--- src/hw/rtl/fdt_pkg.sv ---
package fdt_pkg;

   localparam int unsigned FracWidth  = 23;
   localparam int unsigned ExpWidth   = 8;
   localparam int unsigned MantWidth  = FracWidth + 1;
   // quotient bits resolved per pipeline stage of the divide array
   localparam int unsigned BitsPerStage = 4;
   localparam int unsigned NumStages    = MantWidth / BitsPerStage;
   // input register plus one register per divide stage
   localparam int unsigned Depth        = NumStages + 1;

   localparam logic [31:0] QnanBits = 32'h7FC0_0000;
   localparam logic [31:0] PosInf   = 32'h7F80_0000;
   localparam logic [31:0] NegInf   = 32'hFF80_0000;
   localparam logic [ExpWidth-1:0] ExpMax = 8'hFF;
   localparam logic [9:0] Bias = 10'd127;

   // control that travels with each item
   typedef struct packed {
      logic        special;      // result already known
      logic [31:0] special_bits;
      logic        sign;
      logic [9:0]  exp;          // signed biased exponent, before normalize
   } ctrl_type;

   // partial remainder state of the restoring divider
   typedef struct packed {
      logic [MantWidth:0]   rem;
      logic [MantWidth-1:0] div;
      logic [MantWidth-1:0] quo;
   } div_type;

endpackage

--- src/hw/rtl/fdt_if.sv ---
interface fdt_if;
   logic        valid;
   logic        ready;
   logic [31:0] bits_a;
   logic [31:0] bits_b;
   modport source (output valid, bits_a, bits_b, input ready);
   modport sink (input valid, bits_a, bits_b, output ready);
endinterface

--- src/hw/rtl/fdt_rsp_if.sv ---
interface fdt_rsp_if;
   logic        valid;
   logic        ready;
   logic [31:0] quotient_bits;
   modport source (output valid, quotient_bits, input ready);
   modport sink (input valid, quotient_bits, output ready);
endinterface

--- src/hw/rtl/fdt_unpack.sv ---
module fdt_unpack
   import fdt_pkg::*;
(
   input  logic [31:0] dividend_bits,
   input  logic [31:0] divisor_bits,
   output ctrl_type    ctrl,
   output div_type     div
);
   logic x_zero, y_zero, x_nan;
   logic [ExpWidth-1:0] xe, ye;

   always_comb begin
      x_zero = (dividend_bits[30:0] == 31'd0);
      y_zero = (divisor_bits[30:0] == 31'd0);
      xe = dividend_bits[30:23];
      ye = divisor_bits[30:23];
      x_nan = (xe == ExpMax) && (dividend_bits[22:0] != 23'd0);
      ctrl.special = x_zero || y_zero;
      if (y_zero && x_zero) ctrl.special_bits = QnanBits;
      else if (y_zero) ctrl.special_bits = (!dividend_bits[31] && !x_nan) ? PosInf : NegInf;
      else ctrl.special_bits = 32'd0;
      ctrl.sign = dividend_bits[31] ^ divisor_bits[31];
      ctrl.exp = {2'b00, xe} - {2'b00, ye} + Bias;
      // numerator = mantA << 23; first step compares mantA against mantB
      div.rem = {1'b0, 1'b1, dividend_bits[22:0]};
      div.div = {1'b1, divisor_bits[22:0]};
      div.quo = '0;
   end
endmodule

--- src/hw/rtl/fdt_div_stage.sv ---
module fdt_div_stage
   import fdt_pkg::*;
(
   input  div_type d_in,
   input  logic    last,
   output div_type d_out
);
   // BitsPerStage restoring steps; rem < 2*div holds on entry to each step
   always_comb begin
      logic [MantWidth:0] r;
      logic [MantWidth:0] diff;
      logic [MantWidth-1:0] q;
      r = d_in.rem;
      q = d_in.quo;
      for (int i = 0; i < BitsPerStage; i++) begin
         diff = r - {1'b0, d_in.div};
         if (!diff[MantWidth]) begin
            q = {q[MantWidth-2:0], 1'b1};
            r = diff;
         end else begin
            q = {q[MantWidth-2:0], 1'b0};
         end
         if (!(last && i == BitsPerStage - 1)) r = {r[MantWidth-1:0], 1'b0};
      end
      d_out.rem = r;
      d_out.div = d_in.div;
      d_out.quo = q;
   end
endmodule

--- src/hw/rtl/fdt_pack.sv ---
module fdt_pack
   import fdt_pkg::*;
(
   input  ctrl_type             ctrl,
   input  logic [MantWidth-1:0] quo,
   output logic [31:0]          quotient_bits
);
   logic [9:0] e;
   logic [MantWidth-1:0] q;

   always_comb begin
      q = quo;
      e = ctrl.exp;
      if (!quo[MantWidth-1]) begin
         q = {quo[MantWidth-2:0], 1'b0};
         e = ctrl.exp - 10'd1;
      end
      if (ctrl.special) quotient_bits = ctrl.special_bits;
      else if (e[9]) quotient_bits = {ctrl.sign, 31'd0};
      else if (e >= 10'd255) quotient_bits = {ctrl.sign, ExpMax, 23'd0};
      else if (e == 10'd0) quotient_bits = {ctrl.sign, 31'd0};
      else quotient_bits = {ctrl.sign, e[7:0], q[FracWidth-1:0]};
   end
endmodule

--- src/hw/rtl/float32_divider_truncating.sv ---
// Pipelined single-precision divider without rounding. One division enters per
// cycle; the pipeline is an input register, six restoring-divide stages of four
// quotient bits each, and the output register. The whole pipeline advances
// together, so a stall at the result port holds every stage and loses nothing.
module float32_divider_truncating
   import fdt_pkg::*;
(
   input logic clock,
   input logic reset,
   fdt_if.sink       req,
   fdt_rsp_if.source rsp
);
   logic     valid_ff [Depth+1];
   ctrl_type ctrl_ff  [Depth];
   div_type  div_ff   [Depth];
   logic [31:0] out_ff;
   logic     advance;
   ctrl_type ctrl_in;
   div_type  div_in;
   div_type  stage_out [NumStages];
   logic [31:0] bits_in;

   assign advance   = !valid_ff[Depth] || rsp.ready;
   assign req.ready = advance;
   assign rsp.valid = valid_ff[Depth];
   assign rsp.quotient_bits = out_ff;

   fdt_unpack u_unpack (
      .dividend_bits(req.bits_a), .divisor_bits(req.bits_b),
      .ctrl(ctrl_in), .div(div_in));

   for (genvar s = 0; s < NumStages; s++) begin : g_stage
      fdt_div_stage u_stage (
         .d_in(div_ff[s]), .last(s == NumStages - 1), .d_out(stage_out[s]));
   end

   fdt_pack u_pack (
      .ctrl(ctrl_ff[Depth-1]), .quo(div_ff[Depth-1].quo), .quotient_bits(bits_in));

   always_ff @(posedge clock) begin
      if (reset) begin
         for (int i = 0; i <= Depth; i++) valid_ff[i] <= 1'b0;
      end else if (advance) begin
         valid_ff[0] <= req.valid;
         for (int i = 1; i <= Depth; i++) valid_ff[i] <= valid_ff[i-1];
      end
   end

   always_ff @(posedge clock) begin
      if (advance) begin
         ctrl_ff[0] <= ctrl_in;
         div_ff[0]  <= div_in;
         for (int i = 1; i < Depth; i++) ctrl_ff[i] <= ctrl_ff[i-1];
         for (int i = 1; i < Depth; i++) div_ff[i] <= stage_out[i-1];
         out_ff <= bits_in;
      end
   end

`ifndef SYNTHESIS
   a_hold: assert property (@(posedge clock) disable iff (reset)
      rsp.valid && !rsp.ready |=> rsp.valid && $stable(rsp.quotient_bits))
      else $error("result changed under stall");
   a_ready: assert property (@(posedge clock) disable iff (reset)
      !rsp.valid |-> req.ready)
      else $error("pipeline stalled with empty output");
   a_norm: assert property (@(posedge clock) disable iff (reset)
      valid_ff[Depth-1] && !ctrl_ff[Depth-1].special |->
      div_ff[Depth-1].quo[MantWidth-1] || div_ff[Depth-1].quo[MantWidth-2])
      else $error("mantissa quotient out of range");
`endif
endmodule
--- src/flat_wrapper.sv ---
// flat-port wrapper written by rule: the top's interface ports become plain ports
module float32_divider_truncating_flat import fdt_pkg::*;
  (clock, reset, req_valid, req_bits_a, req_bits_b, req_ready, rsp_valid, rsp_quotient_bits, rsp_ready);
  fdt_if req_i ();
  fdt_rsp_if rsp_i ();
  input logic clock;
  input logic reset;
  input wire logic [$bits(req_i.valid)-1:0] req_valid;
  input wire logic [$bits(req_i.bits_a)-1:0] req_bits_a;
  input wire logic [$bits(req_i.bits_b)-1:0] req_bits_b;
  output wire logic [$bits(req_i.ready)-1:0] req_ready;
  output wire logic [$bits(rsp_i.valid)-1:0] rsp_valid;
  output wire logic [$bits(rsp_i.quotient_bits)-1:0] rsp_quotient_bits;
  input wire logic [$bits(rsp_i.ready)-1:0] rsp_ready;
  assign req_i.valid = req_valid;
  assign req_i.bits_a = req_bits_a;
  assign req_i.bits_b = req_bits_b;
  assign req_ready = req_i.ready;
  assign rsp_valid = rsp_i.valid;
  assign rsp_quotient_bits = rsp_i.quotient_bits;
  assign rsp_i.ready = rsp_ready;
  float32_divider_truncating u_core (.clock(clock), .reset(reset), .req(req_i), .rsp(rsp_i));
endmodule
--- config.mk ---
export PLATFORM = sky130hd
export DESIGN_NAME = float32_divider_truncating_flat
export DESIGN_NICKNAME = d
export VERILOG_FILES = /design/src/hw/rtl/fdt_pkg.sv /design/src/hw/rtl/fdt_if.sv /design/src/hw/rtl/fdt_rsp_if.sv /design/src/hw/rtl/fdt_unpack.sv /design/src/hw/rtl/fdt_div_stage.sv /design/src/hw/rtl/fdt_pack.sv /design/src/hw/rtl/float32_divider_truncating.sv /design/src/flat_wrapper.sv
export SDC_FILE = /design/constraint.sdc
export NUM_CORES = 2
export LEC_CHECK = 0
export BUFFER_PORTS_ARGS = -buffer_cell sky130_fd_sc_hd__buf_4
export CAP_MARGIN = 20
export CORE_AREA = 3 3 354 356
export CTS_CLUSTER_DIAMETER = 60
export DETAILED_ROUTE_END_ITERATION = 16
export DIE_AREA = 0 0 357 359
export PLACE_DENSITY_LB_ADDON = 0.12
export SLEW_MARGIN = 20
export SYNTH_ARGS = -nofsm -noshare
export SYNTH_HDL_FRONTEND = slang
export SYNTH_HIERARCHICAL = 1
export SYNTH_SLANG_ARGS = --single-unit
--- constraint.sdc ---
create_clock -name clock -period 41.1 [get_ports clock]
set_clock_uncertainty 0.15 [all_clocks]
set_input_delay 6.165 -clock clock [delete_from_list [all_inputs] [get_ports clock]]
set_output_delay 6.165 -clock clock [all_outputs]
set_load 0.005 [all_outputs]
==> results.cfg <==
[outcome]
outcome = completed

[synthesis]
syn_area_um2 = 62700
yosys_warnings = 6
syn_inst = 6466
synth_area_per_cell_um2 = 9.69

[grt]
grt_max_degree = 167
overflow = 0
grt_pass1_vias = 45700
grt_pass1_wl_mm = 261
grt_util_all_layers_pct = 25.7
antenna_found_initial = 1

[sta]
post-route-min-period_ps = 15670
report.final.setup_viol = 0
tightest_slew_ps = 1060
hold_viol = 0
relSlewSlack_pct = 29.4
timing.fmax_mhz = 63.8
rsz0062_at_grt = false
post-route-period-util_pct = 38.1
drv_slew = 0
fin_ws_ps = 25430
setup_tns_ps = 0

[clock_tree]
post_cts_buffers = 0
insertion_delay_ps = 710
clockBufferDepth = 3
cts_tree = yes
ctsHtreeMaxLevel = 3
cts_resized = 0
cts-root-buf = clkbuf_16
numCtsBuffers = 89
cts.sink_count = 726
hold_buffers = 0
path_clk_slew_ps = 60

[die]
core_um2 = 122000
row_count = 128
start_util_pct = 51.4
dieArea_um2 = 128000
die_w_um = 357
die_h_um = 359
io_pins = 102

[detailed_routing]
dr.pass1.iters = 6
vias = 48200
drt_iter0_markers = 3830
drcViolationCount = 0
wl_per_cell_um = 21.1
ant_nets = 0
routed_wl_mm = 168
avgViaCountPerCell = 6.03

[placed_design]
port_buffers = 101
gp_congestion = 0.949
pre_cts_ws_ps = 25700
dp_hpwl_mm = 135

[setup_path]
crit_type = reg2reg
rr_worst_depth = 54
cp-startpoint = u_core/div_ff[1][24]
crit_top_cell = ha_1
cp_slowest_stage_delay_ps = 630
worst_setup_path_end_kind = register
crit_fanout = 47
critPathArrivalTime_ps = 15950
rr_endpoint = u_core/div_ff[2][72]
rrSetupSlack_ps = 25430
start_kind = register
cpMaxStageDelayCell = a311oi_1
worstPathRequired_ps = 41380
rr_startpoint = u_core/div_ff[1][24]

[worst_hold_path]
min_from = u_core/ctrl_ff[4][37]
hold_path_class = reg2reg
hold_path_depth = 0
holdPathEnd = u_core/ctrl_ff[5][37]

[finish]
nFillCells = 11000
nets = 6944
syn_to_final_growth_pct = 5.38
final_layout_size_suffix_gt1_share_pct = 9.89
n_antenna_cell = 0

[job]
cap_violations = 0
## how the worst max path moves through the flow
stage                                 to  slack (ps)
floorplan                      req_ready       14630
finish              u_core/div_ff[2][72]       25430
global route        u_core/div_ff[2][57]       24410
detailed placement  u_core/div_ff[1][72]       25700
CTS                 u_core/div_ff[1][72]       25640
global placement    u_core/div_ff[1][72]       26030
## flip-flops by register name, indices dropped and copies added, names as in the netlist
register / flops
u_core/ctrl_ff: 308
u_core/div_ff: 378
u_core/valid_ff: 8
u_core/rsp.quotient_bits: 32
## layout by cell type (no fill, tap or decap), types with 44 or more instances in the layout
cell and n:
buf_4 133, a31oi_1 63, edfxtp_1 726, o21a_1 108, a21o_1 204, and2_1 44
o211ai_1 73, nor3_1 82, clkbuf_16 91, nor2_1 363, mux2_2 98, inv_1 371
and3_1 55, a211oi_1 60, a21oi_1 521, o21ai_0 394, nand4_1 47, mux2i_1 111
nand2b_1 105, xnor2_1 315, o21bai_1 72, nand3_1 150, ha_1 575, o31ai_1 48
nand2_1 447, xor2_1 178, nor2b_1 74
## final cells by class
cell class | count | area (um2) | area share [%]
repair buffers | 135 | 1040 | 1.57
inverters | 388 | 1480 | 2.24
clock buffers | 106 | 2330 | 3.53
flip-flops and latches | 726 | 21800 | 33.0
clock inverters | 58 | 589 | 0.892
well taps | 1625 | 2030 | 3.08
multi-input cells | 4949 | 36800 | 55.7
## stage by stage
step                area [um2]  utilization, %  hold slack [ps]  std cells
floorplan                62800               -              250       6499
global placement         63100            51.7              250       7823
detailed placement       63100            51.7              255       7823
CTS                      66000            54.1              254       7987
global route             66000            54.1              264       7987
finish                   66000            54.1              255       7987
## per-layer routing
metal / global-route usage (%) / part of all wire (%) / vias to the layer above
li1: - / - / 23700
met1: 34.9 / 45 / 23100
met2: 43.1 / 47 / 1172
met3: 2.63 / 4.4 / 205
met4: 7.75 / 2.8 / 0
met5: 0 / 0 / -
## critical path, delay by kind of cell (launching register included)
family | cells | cell delay (ps)
AO/OA/AOI/OAI | 28 | 7390
XOR/XNOR | 2 | 630
adder cells (fa/ha/maj) | 6 | 1790
buffers and inverters | 8 | 2300
flip-flops | 1 | 610
multiplexers | 2 | 520
AND/OR/NAND/NOR | 8 | 1950
Power is not shown: default switching activity piles up to over one toggle a cycle in this logic, so the estimate is an artifact.
